<file path="config.mk">
export PLATFORM = sky130hd
export DESIGN_NAME = dvfs_limit_touch_boost
export DESIGN_NICKNAME = d
export VERILOG_FILES = /design/src/dlt_pkg.sv /design/src/dlt_cfg_regs.sv /design/src/dlt_core.sv /design/src/dvfs_limit_touch_boost.sv
export SDC_FILE = /design/constraint.sdc
export NUM_CORES = 1
export LEC_CHECK = 0
export BUFFER_PORTS_ARGS = -buffer_cell sky130_fd_sc_hd__buf_2
export CORE_AREA = 2 2 160 178
export DETAILED_ROUTE_END_ITERATION = 6
export DIE_AREA = 0 0 162 180
export GPL_ROUTABILITY_DRIVEN = 0
export PLACE_DENSITY = 0.79
export SLEW_MARGIN = 0
export SYNTH_ARGS = -nofsm -noshare
export SYNTH_HDL_FRONTEND = slang
export SYNTH_HIERARCHICAL = 1
export SYNTH_SLANG_ARGS = --single-unit
</file>
<file path="constraint.sdc">
create_clock -name clk -period 8.3 [get_ports clk]
set_input_delay 0.83 -clock clk [delete_from_list [all_inputs] [get_ports clk]]
set_output_delay 0.83 -clock clk [all_outputs]
set_load 0.02 [all_outputs]
</file>
<file path="src/dlt_pkg.sv">
// Package for the DVFS limiter: shared widths, codes, configuration and result types.
`default_nettype none

package dlt_pkg;

    // Field widths.
    localparam int FREQ_W    = 22;
    localparam int MS_W      = 14;
    localparam int FINGERS_W = 4;
    localparam int TALLY_W   = 4;
    localparam int TYPE_W    = 3;
    localparam int LEVEL_W   = 2;
    localparam int CFG_IDX_W = 4;

    // Parameter defaults.
    localparam int KICK_HOLD_MS_DEF  = 0;
    localparam int BOOST_TOUCHES_DEF = 5;

    localparam logic [FREQ_W-1:0] FREQ_MAX = {FREQ_W{1'b1}};

    // Configuration register indexes.
    localparam logic [CFG_IDX_W-1:0] R_ON_CEIL    = CFG_IDX_W'(0);
    localparam logic [CFG_IDX_W-1:0] R_ON_FLOOR   = CFG_IDX_W'(1);
    localparam logic [CFG_IDX_W-1:0] R_OFF_CEIL   = CFG_IDX_W'(2);
    localparam logic [CFG_IDX_W-1:0] R_OFF_FLOOR  = CFG_IDX_W'(3);
    localparam logic [CFG_IDX_W-1:0] R_KICK_FLOOR = CFG_IDX_W'(4);
    localparam logic [CFG_IDX_W-1:0] R_BLO_FLOOR  = CFG_IDX_W'(5);
    localparam logic [CFG_IDX_W-1:0] R_BHI_FLOOR  = CFG_IDX_W'(6);
    localparam logic [CFG_IDX_W-1:0] R_HOLD       = CFG_IDX_W'(7);

    // Request codes.
    typedef enum logic [TYPE_W-1:0] {
        REQ_CLAMP      = 3'd0,
        REQ_SCREEN_OFF = 3'd1,
        REQ_SCREEN_ON  = 3'd2,
        REQ_TOUCH      = 3'd3,
        REQ_TICK       = 3'd4
    } req_type_t;

    // Touch boost levels.
    typedef enum logic [LEVEL_W-1:0] {
        BOOST_NONE = 2'd0,
        BOOST_LOW  = 2'd1,
        BOOST_HIGH = 2'd2
    } boost_t;

    // Contents of the configuration registers.
    typedef struct packed {
        logic [FREQ_W-1:0] on_ceiling;
        logic [FREQ_W-1:0] on_floor;
        logic [FREQ_W-1:0] off_ceiling;
        logic [FREQ_W-1:0] off_floor;
        logic [FREQ_W-1:0] kick_floor;
        logic [FREQ_W-1:0] boost_low_floor;
        logic [FREQ_W-1:0] boost_high_floor;
        logic [MS_W-1:0]   boost_hold_ms;
    } cfg_t;

    // One result transaction.
    typedef struct packed {
        logic [FREQ_W-1:0]  clamped_freq;
        logic [FREQ_W-1:0]  floor_now;
        logic [FREQ_W-1:0]  ceiling_now;
        logic [LEVEL_W-1:0] boost_level_now;
        logic               kick_now;
    } result_t;

endpackage

`default_nettype wire

</file>
<file path="src/dlt_cfg_regs.sv">
// Configuration register bank of the DVFS limiter.
`default_nettype none

module dlt_cfg_regs
(
    input  wire logic                         clk,
    input  wire logic                         rst_n,
    input  wire logic                         cfg_we,
    input  wire logic [dlt_pkg::CFG_IDX_W-1:0] cfg_index,
    input  wire logic [dlt_pkg::FREQ_W-1:0]   cfg_data,
    output      dlt_pkg::cfg_t                cfg
);
    import dlt_pkg::*;

    cfg_t cfg_reg;

    // Register writes; indexes beyond the bank are ignored.
    always_ff @(posedge clk or negedge rst_n)
    begin
        if (!rst_n)
        begin
            cfg_reg.on_ceiling       <= FREQ_MAX;
            cfg_reg.on_floor         <= '0;
            cfg_reg.off_ceiling      <= FREQ_MAX;
            cfg_reg.off_floor        <= '0;
            cfg_reg.kick_floor       <= '0;
            cfg_reg.boost_low_floor  <= '0;
            cfg_reg.boost_high_floor <= '0;
            cfg_reg.boost_hold_ms    <= '0;
        end
        else if (cfg_we)
        begin
            case (cfg_index)
                R_ON_CEIL:    cfg_reg.on_ceiling       <= cfg_data;
                R_ON_FLOOR:   cfg_reg.on_floor         <= cfg_data;
                R_OFF_CEIL:   cfg_reg.off_ceiling      <= cfg_data;
                R_OFF_FLOOR:  cfg_reg.off_floor        <= cfg_data;
                R_KICK_FLOOR: cfg_reg.kick_floor       <= cfg_data;
                R_BLO_FLOOR:  cfg_reg.boost_low_floor  <= cfg_data;
                R_BHI_FLOOR:  cfg_reg.boost_high_floor <= cfg_data;
                R_HOLD:       cfg_reg.boost_hold_ms    <= cfg_data[MS_W-1:0];
                default:      ;
            endcase
        end
    end

    assign cfg = cfg_reg;

endmodule

`default_nettype wire

</file>
<file path="src/dlt_core.sv">
// Limiter state and the single-pass update that turns one request into one result.
`default_nettype none

module dlt_core
#(
    parameter int KICK_HOLD_MS  = dlt_pkg::KICK_HOLD_MS_DEF,
    parameter int BOOST_TOUCHES = dlt_pkg::BOOST_TOUCHES_DEF
)
(
    input  wire logic                           clk,
    input  wire logic                           rst_n,
    input  wire dlt_pkg::cfg_t                  cfg,
    input  wire logic                           step,
    input  wire logic [dlt_pkg::TYPE_W-1:0]     req_type,
    input  wire logic [dlt_pkg::FREQ_W-1:0]     req_freq,
    input  wire logic [dlt_pkg::FINGERS_W-1:0]  fingers,
    output      dlt_pkg::result_t               result
);
    import dlt_pkg::*;

    localparam logic [MS_W-1:0]    KICK_LOAD   = MS_W'(KICK_HOLD_MS);
    localparam logic [TALLY_W-1:0] TOUCH_LIMIT = TALLY_W'(BOOST_TOUCHES);

    logic                 screen_reg,     screen_next;
    logic                 kick_reg,       kick_next;
    logic [MS_W-1:0]      kick_left_reg,  kick_left_next;
    boost_t               boost_reg,      boost_next;
    logic [MS_W-1:0]      boost_left_reg, boost_left_next;
    logic [TALLY_W-1:0]   tally_reg,      tally_next;
    logic [FINGERS_W-1:0] last_fing_reg,  last_fing_next;

    logic [FREQ_W-1:0] pre_floor;
    logic [FREQ_W-1:0] pre_ceil;
    logic [FREQ_W-1:0] post_floor;
    logic [FREQ_W-1:0] post_ceil;
    logic [FREQ_W-1:0] capped;

    // Floor selection from screen, kick and boost state.
    function automatic logic [FREQ_W-1:0] pick_floor(input cfg_t c, input logic scr,
                                                     input logic kick, input boost_t lvl);
        logic [FREQ_W-1:0] f;
        if (!scr)
            f = c.off_floor;
        else if (kick)
            f = c.kick_floor;
        else if (lvl == BOOST_LOW)
            f = c.boost_low_floor;
        else if (lvl == BOOST_NONE)
            f = c.on_floor;
        else
            f = c.boost_high_floor;
        return f;
    endfunction

    // State registers, advanced once per processed transaction.
    always_ff @(posedge clk or negedge rst_n)
    begin
        if (!rst_n)
        begin
            screen_reg     <= 1'b1;
            kick_reg       <= 1'b0;
            kick_left_reg  <= '0;
            boost_reg      <= BOOST_NONE;
            boost_left_reg <= '0;
            tally_reg      <= '0;
            last_fing_reg  <= '0;
        end
        else if (step)
        begin
            screen_reg     <= screen_next;
            kick_reg       <= kick_next;
            kick_left_reg  <= kick_left_next;
            boost_reg      <= boost_next;
            boost_left_reg <= boost_left_next;
            tally_reg      <= tally_next;
            last_fing_reg  <= last_fing_next;
        end
    end

    // Next state for the request in hand.
    always_comb
    begin
        screen_next     = screen_reg;
        kick_next       = kick_reg;
        kick_left_next  = kick_left_reg;
        boost_next      = boost_reg;
        boost_left_next = boost_left_reg;
        tally_next      = tally_reg;
        last_fing_next  = last_fing_reg;
        case (req_type)
            REQ_SCREEN_OFF:
            begin
                screen_next = 1'b0;
            end
            REQ_SCREEN_ON:
            begin
                screen_next = 1'b1;
                if (KICK_LOAD == '0)
                    kick_next = 1'b0;
                else
                begin
                    kick_next      = 1'b1;
                    kick_left_next = KICK_LOAD;
                end
            end
            REQ_TOUCH:
            begin
                // Touch boost is disabled entirely while the hold time is zero.
                if (cfg.boost_hold_ms != '0)
                begin
                    if (fingers != '0)
                    begin
                        if (boost_reg == BOOST_NONE)
                        begin
                            boost_next = BOOST_LOW;
                            tally_next = TALLY_W'(1);
                        end
                        else if (boost_reg == BOOST_LOW)
                        begin
                            if (tally_reg < TOUCH_LIMIT)
                            begin
                                if (last_fing_reg < fingers)
                                    tally_next = tally_reg + TALLY_W'(1);
                            end
                            else
                                boost_next = BOOST_HIGH;
                        end
                        boost_left_next = cfg.boost_hold_ms;
                    end
                    last_fing_next = fingers;
                end
            end
            REQ_TICK:
            begin
                if (kick_reg)
                begin
                    if (kick_left_reg > MS_W'(1))
                        kick_left_next = kick_left_reg - MS_W'(1);
                    else
                    begin
                        kick_left_next = '0;
                        kick_next      = 1'b0;
                    end
                end
                if (boost_reg != BOOST_NONE)
                begin
                    if (boost_left_reg > MS_W'(1))
                        boost_left_next = boost_left_reg - MS_W'(1);
                    else
                    begin
                        boost_left_next = '0;
                        boost_next      = BOOST_NONE;
                        tally_next      = '0;
                    end
                end
            end
            default:
            begin
            end
        endcase
    end

    // Limits before the request (for the clamp) and after it (for the report).
    always_comb
    begin
        pre_floor  = pick_floor(cfg, screen_reg, kick_reg, boost_reg);
        pre_ceil   = screen_reg ? cfg.on_ceiling : cfg.off_ceiling;
        post_floor = pick_floor(cfg, screen_next, kick_next, boost_next);
        post_ceil  = screen_next ? cfg.on_ceiling : cfg.off_ceiling;
        capped     = (req_freq < pre_ceil) ? req_freq : pre_ceil;
    end

    // Result assembly; the floor wins over the ceiling.
    always_comb
    begin
        result.clamped_freq    = '0;
        if (req_type == REQ_CLAMP)
            result.clamped_freq = (capped > pre_floor) ? capped : pre_floor;
        result.floor_now       = post_floor;
        result.ceiling_now     = post_ceil;
        result.boost_level_now = boost_next;
        result.kick_now        = kick_next;
    end

endmodule

`default_nettype wire

</file>
<file path="src/dvfs_limit_touch_boost.sv">
// Top level of the DVFS frequency limiter with wake-up kick and touch boost.
//
// Usage: requests enter on the in_valid/in_ready channel (req_type, req_freq,
// fingers) and each request yields exactly one result transaction on the
// out_valid/out_ready channel. A transaction is captured in an input register,
// its state update and limit selection are done by one pass of combinational
// logic, and the result lands in an output register.
// The result is loaded into the output register when the held transaction
// advances, which it does unless the output register holds an untaken result.
// Throughput: one transaction per cycle while the receiver does not stall,
// set by the single update pass between the input and output registers.
// A stalled receiver holds the output register; the input register still
// accepts one more transaction, after which in_ready drops until the output
// frees up. Configuration writes (cfg_we, cfg_index, cfg_data) take effect at
// the next clock edge and should be made while no transaction is in flight;
// indexes beyond the register bank are ignored.
// Reset: screen on, no kick, no boost, ceilings at the top of the range,
// floors at zero, boost hold time zero, both pipeline registers empty.
`default_nettype none

module dvfs_limit_touch_boost
#(
    parameter int KICK_HOLD_MS  = dlt_pkg::KICK_HOLD_MS_DEF,
    parameter int BOOST_TOUCHES = dlt_pkg::BOOST_TOUCHES_DEF
)
(
    input  wire logic                           clk,
    input  wire logic                           rst_n,
    input  wire logic                           in_valid,
    output      logic                           in_ready,
    input  wire logic [dlt_pkg::TYPE_W-1:0]     req_type,
    input  wire logic [dlt_pkg::FREQ_W-1:0]     req_freq,
    input  wire logic [dlt_pkg::FINGERS_W-1:0]  fingers,
    output      logic                           out_valid,
    input  wire logic                           out_ready,
    output      logic [dlt_pkg::FREQ_W-1:0]     clamped_freq,
    output      logic [dlt_pkg::FREQ_W-1:0]     floor_now,
    output      logic [dlt_pkg::FREQ_W-1:0]     ceiling_now,
    output      logic [dlt_pkg::LEVEL_W-1:0]    boost_level_now,
    output      logic                           kick_now,
    input  wire logic                           cfg_we,
    input  wire logic [dlt_pkg::CFG_IDX_W-1:0]  cfg_index,
    input  wire logic [dlt_pkg::FREQ_W-1:0]     cfg_data
);
    import dlt_pkg::*;

    cfg_t                 cfg;
    result_t              core_result;
    result_t              res_reg;
    logic                 s1_valid_reg;
    logic                 out_valid_reg;
    logic [TYPE_W-1:0]    type_reg;
    logic [FREQ_W-1:0]    freq_reg;
    logic [FINGERS_W-1:0] fing_reg;
    logic                 advance;

    // The held transaction moves on whenever the output register is free or emptying.
    assign advance  = s1_valid_reg && (!out_valid_reg || out_ready);
    assign in_ready = !s1_valid_reg || advance;

    dlt_cfg_regs u_cfg
    (
        .clk       (clk),
        .rst_n     (rst_n),
        .cfg_we    (cfg_we),
        .cfg_index (cfg_index),
        .cfg_data  (cfg_data),
        .cfg       (cfg)
    );

    dlt_core
    #(
        .KICK_HOLD_MS  (KICK_HOLD_MS),
        .BOOST_TOUCHES (BOOST_TOUCHES)
    )
    u_core
    (
        .clk      (clk),
        .rst_n    (rst_n),
        .cfg      (cfg),
        .step     (advance),
        .req_type (type_reg),
        .req_freq (freq_reg),
        .fingers  (fing_reg),
        .result   (core_result)
    );

    // Input register valid flag.
    always_ff @(posedge clk or negedge rst_n)
    begin
        if (!rst_n)
            s1_valid_reg <= 1'b0;
        else if (in_ready)
            s1_valid_reg <= in_valid;
    end

    // Input register payload.
    always_ff @(posedge clk)
    begin
        if (in_valid && in_ready)
        begin
            type_reg <= req_type;
            freq_reg <= req_freq;
            fing_reg <= fingers;
        end
    end

    // Output register valid flag.
    always_ff @(posedge clk or negedge rst_n)
    begin
        if (!rst_n)
            out_valid_reg <= 1'b0;
        else if (advance)
            out_valid_reg <= 1'b1;
        else if (out_ready)
            out_valid_reg <= 1'b0;
    end

    // Output register payload.
    always_ff @(posedge clk)
    begin
        if (advance)
            res_reg <= core_result;
    end

    assign out_valid       = out_valid_reg;
    assign clamped_freq    = res_reg.clamped_freq;
    assign floor_now       = res_reg.floor_now;
    assign ceiling_now     = res_reg.ceiling_now;
    assign boost_level_now = res_reg.boost_level_now;
    assign kick_now        = res_reg.kick_now;

endmodule

`default_nettype wire
</file>
==> key figures <==
Power and ir drop
  – Cell leakage power: 7.87 nW
  – Max IR drop VDD: 0.187 mV
  – Clk pwr share: 26.2%
  – Switching power of the nets: 2.07 mW
  – Total internal power: 3.67 mW
  – Power density over cell area: 315 nW/um^2
  – Combinational share of power: 33.7%
  – Switching Fraction: 36.0%
  – Relative contribution of sequential cells to total power: 40.1%

Logic synthesis
  – Post-Synthesis Net Count: 1550
  – Proportion of synthesized chip area in sequential cells: 51.1%
  – Largest cells by area after synthesis: sky130_fd_sc_hd__dfrtp_1, sky130_fd_sc_hd__edfxtp_1, sky130_fd_sc_hd__mux2_2
  – Area leader, netlist: sky130_fd_sc_hd__dfrtp_1
  – Mean post-synth cell area: 11.2 um^2
  – Post-synthesis cell count: 1438
  – Share of synthesized registers carrying an async set or reset: 68.2%
  – Synthesized flop and latch total: 308
  – Netlist Area Pre-Place: 16200 um^2
  – Number of warnings printed during yosys synthesis: 6
  – Flip-flop cell with the highest count after synthesis: sky130_fd_sc_hd__dfrtp_1
  – Yosys top cell area share: 25.6%
  – Number of enable-type register cells in the synthesized netlist: 98
  – Number of distinct library cells after synthesis: 70

Final layout
  – Share of final-layout standard cells stronger than drive strength 1: 28.2%
  – Commonest cells after routing, fill and taps aside: sky130_fd_sc_hd__nand2_1, sky130_fd_sc_hd__dfrtp_1, sky130_fd_sc_hd__mux2_2
  – Most common cell after layout, fill and taps aside: sky130_fd_sc_hd__nand2_1
  – Number of nets in the finished design: 1647
  – Non-filler cells in the finished layout: 1925
  – Number of flip-flops in the largest register: 168
  – Area growth from synthesis to layout: 12.6%

Floorplanning
  – CORE AREA: 27400 um^2
  – Die height: 180 um
  – Die ar.: 29200 um^2
  – Initial standard-cell utilization of the core: 59.0%
  – Overall die width: 162 um
  – Row Count: 64
  – I/O pin total: 131

Timing
  – Transition time at the pin with the least slew margin: 1.27 ns
  – Max-slew headroom: 15.2%
  – Post-Route Setup TNS: 0 ns
  – Fin Hold WS: 0.269 ns
  – Endpoints failing hold: 0
  – RSZ-0062 raised after global routing: false
  – Period utilisation layout: 83.1%
  – Minimum clock period after layout: 6.89 ns
  – Layout Skew: 0.00918 ns
  – Final setup violation count: 0
  – Final Slew Violations: 0
  – Timing-limited maximum frequency: 145 MHz

Place
  – Dpl cells: 1865
  – Half-perimeter wire length of the detailed placement result: 29600 um
  – Count of input and output buffers: 130

Detailed routing
  – Total length of routed wires: 43300 um
  – Number of detailed-route iterations in the first pass: 6
  – Final ANT Viol Nets: 0
  – Vias: 12300
  – 1st-iter DRT viols: 1394
  – Routed wire per std cell: 22.5 um
  – Via/cell ratio: 6.41
  – Number of remaining DRC errors: 0

Status
  – Result of the run: finished clean

CTS
  – Total clock buffers created by CTS: 31
  – Clk buf depth: 3
  – CTS tree: yes
  – Post-cts sizing count: 0
  – Number of hold-repair buffers added at the cts stage: 0
  – Clock H-tree levels: 1
  – Post-CTS repair timing setup buffer count: 0
  – Clock transition at the register clock pins on the worst setup and hold paths after CTS: 0.07 ns
  – Root Buffer: sky130_fd_sc_hd__clkbuf_16
  – CTS sink count: 308
  – Clock latency at the later pin of the worst-skew pair: 0.57 ns

Global route
  – Wire length of the first global-routing pass: 67400 um
  – Via count of the first global-routing pass: 12100
  – Number of antenna violations at the first check in global routing: 2
  – Largest net degree at the start of global routing: 81
  – Overall fraction of global-route tracks in use: 29.4%
  – Total overflow reported by the global router: 0

Worst setup path
  – Max Fanout on Critical Path: 33
  – Critical Setup Path Class: reg -> reg
  – CP endpoint kind: register
  – WP data arrival: 7.33 ns
  – Worst path required time: 8.73 ns
  – Nature of the critical path startpoint: register

Worst hold path
  – Worst min-delay path class: in -> async

Run
  – Max-cap violations: 0
[cell type report]
| type | count | area, um^2 |
|---|---|---|
| sequential | 308 | 8250 |
| antenna | 2 | 5.00 |
| inverter | 20 | 75.1 |
| tap | 363 | 454 |
| clock buffer | 38 | 865 |
| multi-input combinational | 1020 | 7460 |
| clock inverter | 20 | 238 |
| fill | 2036 | 9190 |
| timing repair buffer | 154 | 840 |
[path summary, 6_finish.rpt]
kind	cells after the start	slack, ns	end	startpoint
setup / recovery	15	1.41	clamped_freq[19]	u_core/screen_reg
hold / removal	1	0.27	u_core/kick_left_reg[9]	rst_n
setup reg to reg	15	1.41	clamped_freq[19]	u_core/screen_reg
hold reg to reg	2	0.49	u_core/last_fing_reg[3]	u_core/last_fing_reg[3]
max in group asynchronous	2	6.53	u_cfg/cfg[50]	rst_n
min in group clk	1	0.43	fing_reg[0]	fingers[0]
[synthesized netlist by cell type, types with 6 or more instances]
library cell / n
sky130_fd_sc_hd__dfrtp_1: 165
sky130_fd_sc_hd__o211ai_1: 26
sky130_fd_sc_hd__or2_2: 22
sky130_fd_sc_hd__a32o_1: 22
sky130_fd_sc_hd__inv_1: 19
sky130_fd_sc_hd__a21oi_1: 47
sky130_fd_sc_hd__o21ai_0: 68
sky130_fd_sc_hd__a31o_1: 20
sky130_fd_sc_hd__dfstp_2: 45
sky130_fd_sc_hd__buf_2: 24
sky130_fd_sc_hd__a21boi_0: 24
sky130_fd_sc_hd__mux2i_1: 69
sky130_fd_sc_hd__mux2_2: 149
sky130_fd_sc_hd__a311oi_1: 21
sky130_fd_sc_hd__mux2_1: 22
sky130_fd_sc_hd__nor3_1: 15
sky130_fd_sc_hd__nand2_1: 202
sky130_fd_sc_hd__clkbuf_1: 57
sky130_fd_sc_hd__nor4_1: 10
sky130_fd_sc_hd__nand2b_1: 8
sky130_fd_sc_hd__and3_1: 8
sky130_fd_sc_hd__a21o_1: 11
sky130_fd_sc_hd__nand4_1: 6
sky130_fd_sc_hd__o311a_1: 21
sky130_fd_sc_hd__ha_1: 52
sky130_fd_sc_hd__nand3_1: 10
sky130_fd_sc_hd__edfxtp_1: 98
sky130_fd_sc_hd__nor2_1: 100
sky130_fd_sc_hd__a22oi_1: 7
[routing by layer]
metal  up-vias  track usage [%]  routed length [um]
met3        75             4.31                3680
met4         0             8.92                1140
met1      6111             41.5               17900
li1       5500                -                   -
met5         -                0                   0
met2       653             47.3               20600
[power groups by stage]
stage	sequential, mW	combinational (mW)	clock, mW
2_1_floorplan	2.27	1.33	0
3_3_place_gp	2.30	1.82	0
3_5_place_dp	2.32	1.89	0
4_1_cts	2.29	1.90	1.52
5_1_grt	2.34	2.10	1.58
6_report	2.30	1.93	1.50
[worst max-delay path, stage by stage, from the launching register on]
cell and delay [ns]:
sky130_fd_sc_hd__dfstp_2 1.11, sky130_fd_sc_hd__mux2i_1 0.41, sky130_fd_sc_hd__ha_1 0.30, sky130_fd_sc_hd__o21a_1 0.18
sky130_fd_sc_hd__nor2_1 0.08, sky130_fd_sc_hd__or4_1 0.69, sky130_fd_sc_hd__nand3_1 0.92, sky130_fd_sc_hd__o311a_1 0.63
sky130_fd_sc_hd__ha_1 0.33, sky130_fd_sc_hd__a21o_1 0.18, sky130_fd_sc_hd__a21o_1 0.17, sky130_fd_sc_hd__a221oi_1 0.51
sky130_fd_sc_hd__o21ai_0 0.21, sky130_fd_sc_hd__a31oi_2 0.50, sky130_fd_sc_hd__buf_4 0.33, sky130_fd_sc_hd__a32o_1 0.20
[cell families after synthesis]
group | after synthesis | share of synthesized area [%]
flops | 308 | 51.1
fa+ha+maj | 52 | 4.03
xor+xnor | 8 | 0.434
simple gates | 424 | 12.2
compound gates | 296 | 13.1
buf+inv | 110 | 2.90
mux | 240 | 16.2
[stage by stage]
stage / power, mW / instance area [um^2] / setup WS [ns] / util (%)
after CTS: 5.72 / 18200 / 1.59 / 66.4
after floorplan: 3.60 / 16200 / 3.16 / -
final: 5.74 / 18200 / 1.41 / 66.4
after detailed placement: 4.20 / 17100 / 1.61 / 62.4
after global routing: 6.03 / 18200 / 1.17 / 66.4
after global placement: 4.12 / 17100 / 1.80 / 62.4
Power figures use the tool's default switching activity.
